[config.mk]
export PLATFORM = sky130hd
export DESIGN_NAME = dome_shutter_safety_supervisor_core
export DESIGN_NICKNAME = d
export VERILOG_FILES = /design/src/rtl/dsss_pkg.sv /design/src/rtl/dsss_in_reg.sv /design/src/rtl/dsss_engine.sv /design/src/rtl/dsss_out_reg.sv /design/src/rtl/dome_shutter_safety_supervisor_core.sv
export VERILOG_INCLUDE_DIRS = /design/src /design/src/rtl
export SDC_FILE = /design/constraint.sdc
export NUM_CORES = 1
export LEC_CHECK = 0
export BUFFER_PORTS_ARGS = -buffer_cell sky130_fd_sc_hd__buf_2
export CORE_MARGIN = 1.5
export CORE_UTILIZATION = 65
export DETAILED_ROUTE_END_ITERATION = 8
export GPL_ROUTABILITY_DRIVEN = 1
export PLACE_DENSITY = 0.86
export SKIP_CTS_REPAIR_TIMING = 1
export SLEW_MARGIN = 25
export SYNTH_ARGS = -nofsm -noshare
export SYNTH_HDL_FRONTEND = slang
export SYNTH_SLANG_ARGS = --single-unit
[constraint.sdc]
create_clock -name clk -period 7.62 [get_ports clk]
set_input_delay 1.143 -clock clk [delete_from_list [all_inputs] [get_ports clk]]
set_output_delay 1.143 -clock clk [all_outputs]
set_load 0.005 [all_outputs]
[src/rtl/dome_shutter_safety_supervisor_core_defines.svh]
// Assertion macros shared by the dome shutter supervisor RTL.
// Each macro expects signals named clk and rst in the using module.
`ifndef DOME_SHUTTER_SAFETY_SUPERVISOR_CORE_DEFINES_SVH
`define DOME_SHUTTER_SAFETY_SUPERVISOR_CORE_DEFINES_SVH

// Same-cycle implication, disabled during reset
`define DSSS_ASSERT_NOW(name, ante, cons, msg) \
  name: assert property (@(posedge clk) disable iff (rst) (ante) |-> (cons)) \
    else $error(msg);

// Next-cycle implication, disabled during reset
`define DSSS_ASSERT_NEXT(name, ante, cons, msg) \
  name: assert property (@(posedge clk) disable iff (rst) (ante) |=> (cons)) \
    else $error(msg);

`endif

[src/rtl/dsss_pkg.sv]
// Shared types and codes for the dome shutter safety supervisor.
// No dependencies; imported by every module of the block.
`default_nettype none

package dsss_pkg;

  localparam int unsigned TIMER_BITS_DEF = 16;
  localparam int unsigned CFG_DATA_W     = 16;
  localparam int unsigned CFG_INDEX_W    = 4;
  localparam int unsigned S_TDATA_W      = 16;
  localparam int unsigned M_TDATA_W      = 24;

  // Register indexes and reset values
  localparam logic [CFG_INDEX_W-1:0] CFG_IDX_MOVE    = 4'd0;
  localparam logic [CFG_INDEX_W-1:0] CFG_IDX_ENVIRON = 4'd1;
  localparam logic [CFG_DATA_W-1:0]  MOVE_TIMEOUT_RST    = 16'd300;
  localparam logic [CFG_DATA_W-1:0]  ENVIRON_TIMEOUT_RST = 16'd600;

  // Event kinds
  localparam logic [3:0] CMD_TICK      = 4'd0;
  localparam logic [3:0] CMD_STATUS    = 4'd1;
  localparam logic [3:0] CMD_ENVIRON   = 4'd2;
  localparam logic [3:0] CMD_TARGET    = 4'd3;
  localparam logic [3:0] CMD_QUIT      = 4'd4;
  localparam logic [3:0] CMD_LOCK      = 4'd5;
  localparam logic [3:0] CMD_MAN_OPEN  = 4'd6;
  localparam logic [3:0] CMD_MAN_CLOSE = 4'd7;
  localparam logic [3:0] CMD_MAN_STOP  = 4'd8;

  // Shutter status values and bits
  localparam logic [2:0] ST_NONE   = 3'd0;
  localparam logic [2:0] ST_OPEN   = 3'd1;
  localparam logic [2:0] ST_CLOSED = 3'd2;
  localparam int unsigned ST_OPEN_BIT   = 0;
  localparam int unsigned ST_CLOSED_BIT = 1;

  // Drive commands
  localparam logic [1:0] DRV_NONE  = 2'd0;
  localparam logic [1:0] DRV_OPEN  = 2'd1;
  localparam logic [1:0] DRV_CLOSE = 2'd2;
  localparam logic [1:0] DRV_STOP  = 2'd3;

  // Completion status
  localparam logic [1:0] CS_GOOD   = 2'd0;
  localparam logic [1:0] CS_CANCEL = 2'd1;
  localparam logic [1:0] CS_WAIT   = 2'd2;
  localparam logic [1:0] CS_CRIT   = 2'd3;

  // Open transition events
  localparam logic [1:0] OE_NONE     = 2'd0;
  localparam logic [1:0] OE_OPENED   = 2'd1;
  localparam logic [1:0] OE_UNOPENED = 2'd2;

  typedef struct packed {
    logic [3:0] cmd;
    logic [2:0] status_bits;
    logic       weather_ok;
    logic       night;
    logic       critical;
    logic       auto_mode;
    logic       lock_on;
    logic [7:0] msg_tag;
  } item_t;

  typedef struct packed {
    logic [1:0] drive_cmd;
    logic       complete_valid;
    logic [1:0] complete_status;
    logic [7:0] complete_tag;
    logic [1:0] open_event;
    logic       open_allowed;
    logic       timed_out;
  } result_t;

  typedef struct packed {
    logic [CFG_DATA_W-1:0] move_timeout_ticks;
    logic [CFG_DATA_W-1:0] environ_timeout_ticks;
  } cfg_t;

endpackage

`default_nettype wire

[src/rtl/dsss_in_reg.sv]
// Input register: holds one accepted item until the engine takes it.
// Depends on dsss_pkg for the item type.
`default_nettype none

module dsss_in_reg import dsss_pkg::*; (
  input  wire   clk,
  input  wire   rst,
  input  wire   in_valid,
  output logic  in_ready,
  input  item_t in_item,
  input  wire   take,
  output logic  q_valid,
  output item_t q_item
);

  // Free when empty or when the held item leaves this cycle
  assign in_ready = !q_valid || take;

  // Track occupancy
  always_ff @(posedge clk) begin
    if (rst) begin
      q_valid <= 1'b0;
    end else if (in_ready) begin
      q_valid <= in_valid;
    end
  end

  // Capture payload
  always_ff @(posedge clk) begin
    if (in_valid && in_ready) begin
      q_item <= in_item;
    end
  end

endmodule

`default_nettype wire

[src/rtl/dsss_engine.sv]
// Supervisor state and the per-item update logic (one item per cycle while step is set).
// Depends on dsss_pkg for types and codes.
`default_nettype none

module dsss_engine import dsss_pkg::*; #(
  parameter int unsigned TIMER_BITS = TIMER_BITS_DEF
) (
  input  wire     clk,
  input  wire     rst,
  input  wire     step,
  input  item_t   item,
  input  cfg_t    cfg,
  output result_t res
);

  `include "dome_shutter_safety_supervisor_core_defines.svh"

  localparam int unsigned CMP_W = (TIMER_BITS > CFG_DATA_W) ? TIMER_BITS : CFG_DATA_W;
  localparam logic [TIMER_BITS-1:0] TIMER_MAX = {TIMER_BITS{1'b1}};

  logic [2:0]            cur_status, cur_status_next;
  logic [2:0]            goal_status, goal_status_next;
  logic                  weather_good, weather_good_next;
  logic                  sun_good, sun_good_next;
  logic                  locked, locked_next;
  logic                  pending_valid, pending_valid_next;
  logic [7:0]            pending_tag, pending_tag_next;
  logic                  move_active, move_active_next;
  logic [TIMER_BITS-1:0] move_count, move_count_next;
  logic                  env_active, env_active_next;
  logic [TIMER_BITS-1:0] env_count, env_count_next;

  logic [TIMER_BITS-1:0] move_inc, env_inc;
  logic                  move_hit, env_hit;

  // Saturating tick increments and expiry compares
  always_comb begin
    move_inc = (move_count == TIMER_MAX) ? move_count : move_count + 1'b1;
    env_inc  = (env_count == TIMER_MAX) ? env_count : env_count + 1'b1;
    move_hit = (CMP_W'(move_inc) >= CMP_W'(cfg.move_timeout_ticks)) || (move_inc == TIMER_MAX);
    env_hit  = (CMP_W'(env_inc) >= CMP_W'(cfg.environ_timeout_ticks)) || (env_inc == TIMER_MAX);
  end

  logic       wu_req, wu_w, wu_s;
  logic       msg, go_pend;
  logic [1:0] ret_status;

  // Apply one event to the state, in the order the events are defined
  always_comb begin
    cur_status_next    = cur_status;
    goal_status_next   = goal_status;
    weather_good_next  = weather_good;
    sun_good_next      = sun_good;
    locked_next        = locked;
    pending_valid_next = pending_valid;
    pending_tag_next   = pending_tag;
    move_active_next   = move_active;
    move_count_next    = move_count;
    env_active_next    = env_active;
    env_count_next     = env_count;
    res        = '0;
    wu_req     = 1'b0;
    wu_w       = 1'b0;
    wu_s       = 1'b0;
    msg        = 1'b0;
    go_pend    = 1'b0;
    ret_status = CS_GOOD;

    unique case (item.cmd)
      CMD_TICK: begin
        // Move timer first: fault completes pending and forces a close
        if (move_active && move_hit) begin
          res.timed_out = 1'b1;
          if (pending_valid_next) begin
            res.complete_valid    = 1'b1;
            res.complete_status   = CS_CRIT;
            res.complete_tag      = pending_tag;
            pending_valid_next    = 1'b0;
          end
          res.drive_cmd    = DRV_CLOSE;
          goal_status_next = ST_CLOSED;
          move_count_next  = '0;
          move_active_next = (cur_status != ST_CLOSED);
        end else if (move_active) begin
          move_count_next = move_inc;
        end
        // Then the environment watchdog
        if (env_active && env_hit) begin
          env_active_next = 1'b0;
          env_count_next  = '0;
          wu_req          = 1'b1;
        end else if (env_active) begin
          env_count_next = env_inc;
        end
      end
      CMD_STATUS: begin
        if (item.status_bits != cur_status) begin
          if (item.status_bits[ST_OPEN_BIT] && !cur_status[ST_OPEN_BIT]) begin
            res.open_event = OE_OPENED;
          end else if (!item.status_bits[ST_OPEN_BIT] &&
                       (cur_status[ST_OPEN_BIT] || cur_status == ST_NONE)) begin
            res.open_event = OE_UNOPENED;
          end
          if (item.status_bits == goal_status) begin
            move_active_next = 1'b0;
            move_count_next  = '0;
            if (pending_valid) begin
              res.complete_valid  = 1'b1;
              res.complete_status = CS_GOOD;
              res.complete_tag    = pending_tag;
              pending_valid_next  = 1'b0;
            end
          end
          cur_status_next = item.status_bits;
        end
      end
      CMD_ENVIRON: begin
        env_active_next = 1'b1;
        env_count_next  = '0;
        wu_req          = 1'b1;
        wu_w            = item.weather_ok;
        wu_s            = item.night;
        msg             = 1'b1;
      end
      CMD_TARGET: begin
        msg = 1'b1;
        if (item.critical) begin
          if (!cur_status[ST_CLOSED_BIT]) begin
            if (pending_valid) begin
              res.complete_valid  = 1'b1;
              res.complete_status = CS_CANCEL;
              res.complete_tag    = pending_tag;
            end
            res.drive_cmd    = DRV_CLOSE;
            goal_status_next = ST_CLOSED;
            move_count_next  = '0;
            move_active_next = (cur_status != ST_CLOSED);
            go_pend          = 1'b1;
          end
        end else if (item.auto_mode && !cur_status[ST_OPEN_BIT]) begin
          if (!weather_good || !sun_good || pending_valid) begin
            ret_status = CS_WAIT;
          end else begin
            res.drive_cmd    = DRV_OPEN;
            goal_status_next = ST_OPEN;
            move_count_next  = '0;
            move_active_next = (cur_status != ST_OPEN);
            go_pend          = 1'b1;
          end
        end
      end
      CMD_QUIT: begin
        msg = 1'b1;
        if (item.auto_mode && !cur_status[ST_CLOSED_BIT]) begin
          if (pending_valid) begin
            res.complete_valid  = 1'b1;
            res.complete_status = CS_CANCEL;
            res.complete_tag    = pending_tag;
          end
          res.drive_cmd    = DRV_CLOSE;
          goal_status_next = ST_CLOSED;
          move_count_next  = '0;
          move_active_next = (cur_status != ST_CLOSED);
          go_pend          = 1'b1;
        end
      end
      CMD_LOCK: begin
        locked_next = item.lock_on;
      end
      CMD_MAN_OPEN: begin
        if (!locked && weather_good && sun_good) begin
          res.drive_cmd    = DRV_OPEN;
          goal_status_next = ST_OPEN;
          move_count_next  = '0;
          move_active_next = (cur_status != ST_OPEN);
        end
      end
      CMD_MAN_CLOSE: begin
        if (!locked) begin
          res.drive_cmd    = DRV_CLOSE;
          goal_status_next = ST_CLOSED;
          move_count_next  = '0;
          move_active_next = (cur_status != ST_CLOSED);
        end
      end
      CMD_MAN_STOP: begin
        res.drive_cmd    = DRV_STOP;
        move_active_next = 1'b0;
        move_count_next  = '0;
        goal_status_next = ST_NONE;
      end
      default: begin
      end
    endcase

    // Weather update from an environment message or a watchdog expiry
    if (wu_req && !(wu_w == weather_good_next && wu_s == sun_good_next)) begin
      weather_good_next = wu_w;
      sun_good_next     = wu_s;
      if (!(wu_w && wu_s) && !cur_status_next[ST_CLOSED_BIT]) begin
        if (pending_valid_next) begin
          res.complete_valid  = 1'b1;
          res.complete_status = CS_CANCEL;
          res.complete_tag    = pending_tag;
          pending_valid_next  = 1'b0;
        end
        res.drive_cmd    = DRV_CLOSE;
        goal_status_next = ST_CLOSED;
        move_count_next  = '0;
        move_active_next = (cur_status_next != ST_CLOSED);
        go_pend          = 1'b1;
      end
    end

    // Park the message or answer it at once
    if (msg) begin
      if (go_pend) begin
        pending_valid_next = 1'b1;
        pending_tag_next   = item.msg_tag;
      end else begin
        res.complete_valid  = 1'b1;
        res.complete_status = ret_status;
        res.complete_tag    = item.msg_tag;
      end
    end

    res.open_allowed = !locked_next && weather_good_next && sun_good_next;
  end

  // Advance control state on each item
  always_ff @(posedge clk) begin
    if (rst) begin
      cur_status    <= ST_NONE;
      goal_status   <= ST_NONE;
      weather_good  <= 1'b0;
      sun_good      <= 1'b0;
      locked        <= 1'b0;
      pending_valid <= 1'b0;
      move_active   <= 1'b0;
      move_count    <= '0;
      env_active    <= 1'b0;
      env_count     <= '0;
    end else if (step) begin
      cur_status    <= cur_status_next;
      goal_status   <= goal_status_next;
      weather_good  <= weather_good_next;
      sun_good      <= sun_good_next;
      locked        <= locked_next;
      pending_valid <= pending_valid_next;
      move_active   <= move_active_next;
      move_count    <= move_count_next;
      env_active    <= env_active_next;
      env_count     <= env_count_next;
    end
  end

  // Pending tag is meaningful only while pending_valid is set
  always_ff @(posedge clk) begin
    if (step) begin
      pending_tag <= pending_tag_next;
    end
  end

  `DSSS_ASSERT_NOW(a_move_has_goal, move_active, goal_status != ST_NONE, "move timer without goal")
  `DSSS_ASSERT_NOW(a_timeout_closes, res.timed_out, res.drive_cmd == DRV_CLOSE, "timeout without close")
  `DSSS_ASSERT_NEXT(a_lock_only_by_cmd, step && item.cmd != CMD_LOCK, locked == $past(locked), "lock changed")

endmodule

`default_nettype wire

[src/rtl/dsss_out_reg.sv]
// Result register: holds one result item until the sink takes it.
// Depends on dsss_pkg for the result type.
`default_nettype none

module dsss_out_reg import dsss_pkg::*; (
  input  wire     clk,
  input  wire     rst,
  input  wire     load,
  input  result_t d,
  output logic    free,
  output logic    out_valid,
  input  wire     out_ready,
  output result_t q
);

  // Slot can take a new result when empty or being drained
  assign free = !out_valid || out_ready;

  // Track occupancy
  always_ff @(posedge clk) begin
    if (rst) begin
      out_valid <= 1'b0;
    end else if (free) begin
      out_valid <= load;
    end
  end

  // Hold payload while stalled
  always_ff @(posedge clk) begin
    if (load) begin
      q <= d;
    end
  end

endmodule

`default_nettype wire

[src/rtl/dome_shutter_safety_supervisor_core.sv]
// Channel   Handshake                Payload
// s_*       s_tvalid / s_tready      s_tuser event kind, s_tdata message fields
// m_*       m_tvalid / m_tready      m_tdata one result per item
// cfg_*     cfg_valid / cfg_ready    cfg_index register, cfg_data value
//
// One result per item; an item goes input register -> result register, and one
// item per cycle is sustained while m_tready is high and the output does not stall.
// The state update in dsss_engine is combinational between the two registers.
// Reset is synchronous and clears both registers, all flags and both timers.
// A stall on m_tready holds the result; the input register takes one more item.
// Top level of the dome shutter supervisor; uses dsss_pkg and its submodules.
`default_nettype none

module dome_shutter_safety_supervisor_core import dsss_pkg::*; #(
  parameter int unsigned TIMER_BITS = TIMER_BITS_DEF
) (
  input  wire                    clk,
  input  wire                    rst,
  input  wire                    s_tvalid,
  output logic                   s_tready,
  // [2:0] status_bits, [3] weather_ok, [4] night, [5] critical, [6] auto_mode,
  // [7] lock_on, [15:8] msg_tag
  input  wire  [S_TDATA_W-1:0]   s_tdata,
  // [3:0] cmd
  input  wire  [3:0]             s_tuser,
  output logic                   m_tvalid,
  input  wire                    m_tready,
  // [1:0] drive_cmd, [2] complete_valid, [4:3] complete_status,
  // [12:5] complete_tag, [14:13] open_event, [15] open_allowed, [16] timed_out,
  // [23:17] zero
  output logic [M_TDATA_W-1:0]   m_tdata,
  input  wire                    cfg_valid,
  output logic                   cfg_ready,
  input  wire  [CFG_INDEX_W-1:0] cfg_index,
  input  wire  [CFG_DATA_W-1:0]  cfg_data
);

  `include "dome_shutter_safety_supervisor_core_defines.svh"

  item_t   in_item, q_item;
  logic    q_valid, take, out_free;
  result_t res, out_res;
  cfg_t    cfg;

  // Unpack the input item
  always_comb begin
    in_item.cmd         = s_tuser;
    in_item.status_bits = s_tdata[2:0];
    in_item.weather_ok  = s_tdata[3];
    in_item.night       = s_tdata[4];
    in_item.critical    = s_tdata[5];
    in_item.auto_mode   = s_tdata[6];
    in_item.lock_on     = s_tdata[7];
    in_item.msg_tag     = s_tdata[15:8];
  end

  // Configuration registers, always ready
  assign cfg_ready = 1'b1;

  always_ff @(posedge clk) begin
    if (rst) begin
      cfg.move_timeout_ticks    <= MOVE_TIMEOUT_RST;
      cfg.environ_timeout_ticks <= ENVIRON_TIMEOUT_RST;
    end else if (cfg_valid) begin
      if (cfg_index == CFG_IDX_MOVE) begin
        cfg.move_timeout_ticks <= cfg_data;
      end else if (cfg_index == CFG_IDX_ENVIRON) begin
        cfg.environ_timeout_ticks <= cfg_data;
      end
    end
  end

  // Advance an item when the result slot can take its result
  assign take = q_valid && out_free;

  dsss_in_reg u_in_reg (
    .clk      (clk),
    .rst      (rst),
    .in_valid (s_tvalid),
    .in_ready (s_tready),
    .in_item  (in_item),
    .take     (take),
    .q_valid  (q_valid),
    .q_item   (q_item)
  );

  dsss_engine #(
    .TIMER_BITS (TIMER_BITS)
  ) u_engine (
    .clk  (clk),
    .rst  (rst),
    .step (take),
    .item (q_item),
    .cfg  (cfg),
    .res  (res)
  );

  dsss_out_reg u_out_reg (
    .clk       (clk),
    .rst       (rst),
    .load      (take),
    .d         (res),
    .free      (out_free),
    .out_valid (m_tvalid),
    .out_ready (m_tready),
    .q         (out_res)
  );

  // Pack the result item
  assign m_tdata = {7'd0, out_res.timed_out, out_res.open_allowed, out_res.open_event,
                    out_res.complete_tag, out_res.complete_status,
                    out_res.complete_valid, out_res.drive_cmd};

  `DSSS_ASSERT_NOW(a_take_needs_slot, take, !m_tvalid || m_tready, "result overwritten")
  `DSSS_ASSERT_NEXT(a_take_gives_result, take, m_tvalid, "result lost")
  `DSSS_ASSERT_NEXT(a_no_result_from_nothing, !take && m_tvalid && m_tready, !m_tvalid, "result repeated")

endmodule

`default_nettype wire
After elaboration in Yosys (flattened, before gate mapping)
Cells that the tools add are included. W data, S select, Z words.

Word-level logic and storage cells: 206. Output and inout bits: 27. Flip-flop bits (word level): 123.

Mux-type cells: 99. Reduce and logical (&&, ||, !) cells: 47. Bitwise logic cells: 3. Add/sub/neg operators: 2. Order comparisons: 2. Equality and inequality tests: 22.

Operators with widths (number): $mux W16 (17); $pmux W16 S7 (1); $mux W11 (8); $mux W13 (6); $eq A16 B16 Y1 const B (4); $pmux W11 S4 (1); $mux W1 (37); $mux W3 (12); $add A16 B1 Y16 const B (2); $ge A16 B16 Y1 (2); $pmux W16 S2 (1); $mux W2 (9); $pmux W3 S6 (1); $eq A4 B3 Y1 const B (4); $logic_and A1 B1 Y1 (16); $logic_not A1 Y1 (12); $pmux W2 S6 (1); $reduce_and A3 Y1 (4); $eq A4 B1 Y1 const B (2); $eq A4 B2 Y1 const B (2); $logic_not A4 Y1 (2); $pmux W1 S2 (4); $logic_or A1 B1 Y1 (7); $pmux W1 S7 (1); other kinds (12) (19).

Logic depth before layout (Yosys ltp)
Word-level depth: 12. Depth in mapped cells: 17. Gate-level depth less buffers: 15.

Cells and area by module
From an unflattened synthesis, not the netlist that was laid out.

Cells, all modules: 836. Area total of the unflattened synthesis: 7691.1 um^2.

By module, submodules not included: dsss_engine (times used 1, cells each 647, sequential area each 1121.1 um^2, area each 5033.6 um^2); dome_shutter_safety_supervisor_core (times used 1, cells each 143, sequential area each 640.6 um^2, area each 1445.1 um^2); dsss_in_reg (times used 1, cells each 25, sequential area each 620.6 um^2, area each 655.6 um^2); dsss_out_reg (times used 1, cells each 21, sequential area each 530.5 um^2, area each 556.8 um^2).

Least setup slack after synthesis
Ideal clock, no wire load.

Path type: register to register. Start: register u_engine.env_count[0]. End: register u_engine.env_count[10]. Buffers on the path: 1. Path slack: 3491 ps. Required time: 7555 ps. Library setup time: 65 ps. Arrival: 4064 ps. Cell stages (with the launch flop): 16. Clock period less this slack: 4129 ps. Path through: dfxtp_1 > ha_1 > nand4_2 > nor4_1 > nor3_1 > xnor2_1 > ha_1 > a21o_1 > a21o_1 > a211oi_1 > o21ai_0 > or2_2 > nor3_1 > clkbuf_1 > a22oi_1 > nor2_1.

Longest elaborated chain between the ends: 7. Elaborated cells between the ends (all ways): 12. Those cells by class: add/sub (1); order compare (1); eq/ne (3); mux (4); reduce/logical (3).

Ends and longest elaborated chain: start, declared (RTL line dsss_engine.sv:31) `logic [TIMER_BITS-1:0] env_count, env_count_next;`; start signal, assigned (RTL line dsss_engine.sv:253) `env_count <= env_count_next;`; $add A16 B1 Y16 / $eq A16 B16 Y1 (equally long branches) (RTL line dsss_engine.sv:39) `env_inc = (env_count == TIMER_MAX) ? env_count : env_count + 1'b1;`; $mux W16 (*) (RTL line dsss_engine.sv:39); $ge A16 B16 Y1 / $eq A16 B16 Y1 (equally long branches) (RTL line dsss_engine.sv:41) `env_hit = (CMP_W'(env_inc) >= CMP_W'(cfg.environ_timeout_ticks)) || (env_inc == TIMER_MAX);`; $logic_or A1 B1 Y1 (RTL line dsss_engine.sv:41); $logic_and A1 B1 Y1 (RTL line dsss_engine.sv:88) `if (env_active && env_hit) begin`; $ne A3 B1 Y1 (no source line) / $mux W16 (equally long branches); $reduce_and A3 Y1 (no source line) / $pmux W16 S2 (equally long branches).

Mark *: on every way between the ends. The rest lies on a longest branch, timed or not. The select of a mux whose other input is x is not followed. A chain may end at the register's enable or synchronous reset.

Final worst setup path
Start: register u_engine.env_count[0]. End: register u_engine.env_count[0].

The elaborated chain is that of the path after synthesis.

==> out/metrics.yaml <==
run_status:
  outcome: "finished clean"
cts:
  cts_tree: "yes"
  numCtsBuffers: 17
  cts_root_buf: "clkbuf_16"
  cts_max_path_buffers: 2
  h-tree-depth: 4
  clock-sinks: 123
  clk_pin_slew_ns: 0.06
  clock_latency_ns: 0.42
logic_synthesis:
  yosysTopAreaCellShare: 0.211
  yosysTopAreaCell: "dfxtp_1"
  synth_seq_area_share: 0.393
  synthTopCellsByCount: "nand2_1, dfxtp_1, nor2_1, a21oi_1, inv_1"
  yosysUniqueCellTypes: 91
  synth_edf_count: 45
  yosys-top-cells-area: "dfxtp_1, edfxtp_1, nand2_1"
  synth-seq-cells: 123
  yosys_warnings: 0
  async_flop_share: 0
  synthCells: 838
  synth_ff_type: "dfxtp_1"
  synth.most_common_cell: "nand2_1"
  syn_avg_cell_area_sq_um: 8.84
  syn_area_sq_um: 7410
worst_setup_path:
  critical_path_class: "reg2reg"
  startpoint: "u_engine.env_count[0]$_SDFFE_PP0P_"
  max_stage_delay_ns: 0.68
  critPathArrivalTime_ns: 5.31
  path_cells: "ha_1 > nand4_2 > nor4_1 > nor3_1 > xnor2_1 > ha_1 > a21o_1 > a21o_1 > a211oi_1 > o21ai_0 > or2_2 > nor3_1 > buf_4 > nand3b_1 > a21oi_1"
  critical_path.max_fanout: 12
  path_buf_inv: 1
  r2r_cells: 15
  r2r-start: "u_engine.env_count[0]$_SDFFE_PP0P_"
  cpLargestDelayFamily: "simple AND/OR/NAND/NOR gates"
  endpoint_kind: "flop"
  crit_path_top_delay_cell: "nor4_1"
  start_kind: "flop"
  r2r_slack_ns: 2.65
  worstPathRequired_ns: 7.97
  r2r_end: "u_engine.env_count[0]$_SDFFE_PP0P_"
cells_and_area:
  syn2layout_area_growth_pct: 10.5
  multi_input_area_sq_um: 4000
  nets: 957
  drive_above_1_share: 0.154
  antenna_cells: 0
  postLayoutCellArea_sq_um: 8190
  fin_util: 0.746
  seqCellArea_sq_um: 2910
  nFillCells: 799
pwr:
  ir_drop_mv: 0.208
  swShare: 0.229
  p_total_mw: 1.56
  cellPowerDensity_nw_per_um2: 190
  p_clk_frac: 0.494
  leakage_nw: 3.15
  p_sw_uw: 357
  comb_power_share: 0.050
  p_int_mw: 1.20
  p_seq_frac: 0.456
floorplanning:
  core_sq_um: 11000
  dieArea_sq_um: 12100
  die_y_um: 110
  dieWidth_um: 110
  rows: 38
  start_util: 0.675
  ios: 72
placement:
  io_buffers: 63
  dp_slack_ns: 2.85
  dpl.hpwl_um: 13200
  place_area_sq_um: 7620
  place.gp.congestion: 0.967
sta:
  slew_headroom: 0.392
  setup_viol: 0
  drv_slew: 0
  rsz0062_at_grt: "no"
  worst_slew_pin_slew_ns: 0.903
  clock_skew_ns: 0.00794
  fin_tns_setup_ns: 0
  period_share: 0.652
  clock.fmax_mhz: 201
  hold_viol_final: 0
  min_period_ns: 4.97
  setup_slack_ns: 2.65
global_route:
  grt_pass1_wl_um: 29800
  grt_use_total: 0.320
  grt_antenna_before_repair: 0
  grt_max_degree: 55
  grt_overflow: 0
  first_global_vias: 6155
route:
  dr.pass1.iters: 5
  wire_per_inst_um: 17.8
  antenna_left: 0
  wl_um: 18300
  num_vias: 6546
  vias_per_cell: 6.36
  drt-initial-drc-count: 650
  drc: 0
hold_path:
  min-delay-start: "u_in_reg.q_item[6]$_DFFE_PP_"
  holdCritPathClass: "reg2reg"
  worstHoldEndpoint: "u_engine.pending_tag[6]$_DFFE_PP_"
  min_path_cells: 0
job:
  max_cap_violations: 0
==> cells in the final DEF, fill, tap and decap left out, drive strengths merged, types with 18 or more instances in the layout <==
cell type  Yosys  layout
a21oi         53      53
buf           21      67
clkbuf        31      18
dfxtp         78      78
edfxtp        45      45
ha            35      35
inv           51      51
nand2        118     118
nand3         26      26
nor2          60      60
nor3          19      19
nor4          19      19
o211ai        21      21
o21ai         32      32
==> flip-flops by register name (all words and copies together) (netlist names) <==
name,cells
cfg,32
u_in_reg.q_item,20
u_out_reg.q,17
u_engine.env_count,16
u_engine.move_count,16
u_engine.pending_tag,8
u_engine.cur_status,3
u_engine.goal_status,3
u_engine.env_active,1
u_engine.locked,1
u_engine.move_active,1
u_engine.pending_valid,1
u_engine.sun_good,1
u_engine.weather_good,1
u_in_reg.q_valid,1
u_out_reg.out_valid,1
==> through the flow <==
step,hold slack (ns),cells
floorplan,0.426,844
global placement,0.444,998
detailed placement,0.447,998
CTS,0.457,1030
global route,0.463,1030
finish,0.454,1030
==> routing by layer <==
layer	part of all wire	up-vias	GRT usage	wire length [um]
met2	0.48	298	0.519	8790
met4	0.027	0	0.125	501
met3	0.067	57	0.0711	1230
met1	0.43	3051	0.415	7820
met5	0	-	0	0
li1	-	3140	-	-
==> worst max path at each step <==
stage | to | depth (start not counted)
3_5_place_dp | u_out_reg.q[6]$_DFFE_PP_ | 14
4_1_cts | u_out_reg.q[6]$_DFFE_PP_ | 14
2_1_floorplan | u_engine.env_count[10]$_SDFFE_PP0P_ | 15
5_1_grt | u_engine.env_count[6]$_SDFFE_PP0P_ | 15
6_report | u_engine.env_count[0]$_SDFFE_PP0P_ | 15
3_3_place_gp | u_engine.env_count[6]$_SDFFE_PP0P_ | 15
==> power groups by stage <==
stage                     registers, mW  logic (mW)  clock network, mW
after detailed placement          0.724      0.0762                  0
final                             0.710      0.0780              0.771
after global placement            0.723      0.0735                  0
after global routing              0.712      0.0865              0.807
after floorplan                   0.718      0.0528                  0
after CTS                         0.710      0.0769              0.775
==> layout make-up <==
class | count | share of cell area
Sequential cell | 123 | 0.356
Tap cell | 140 | 0.0214
Timing Repair Buffer | 67 | 0.0422
Inverter | 52 | 0.0238
Clock inverter | 14 | 0.0160
Clock buffer | 18 | 0.0524
Multi-Input combinational cell | 616 | 0.488
==> kinds of logic (layout without fill, tap and decap cells) <==
group | after synthesis | in the layout | share of synthesized area
AND/OR/NAND/NOR | 326 | 326 | 0.231
AO/OA/AOI/OAI | 208 | 208 | 0.194
flip-flops | 123 | 123 | 0.393
buffers and inverters | 105 | 151 | 0.0721
adder cells (fa/ha/maj) | 35 | 35 | 0.0591
XOR/XNOR | 21 | 21 | 0.0248
multiplexers | 18 | 18 | 0.0250
other | 2 | 8 | 0.00101
Power figures use the tool's default switching activity.
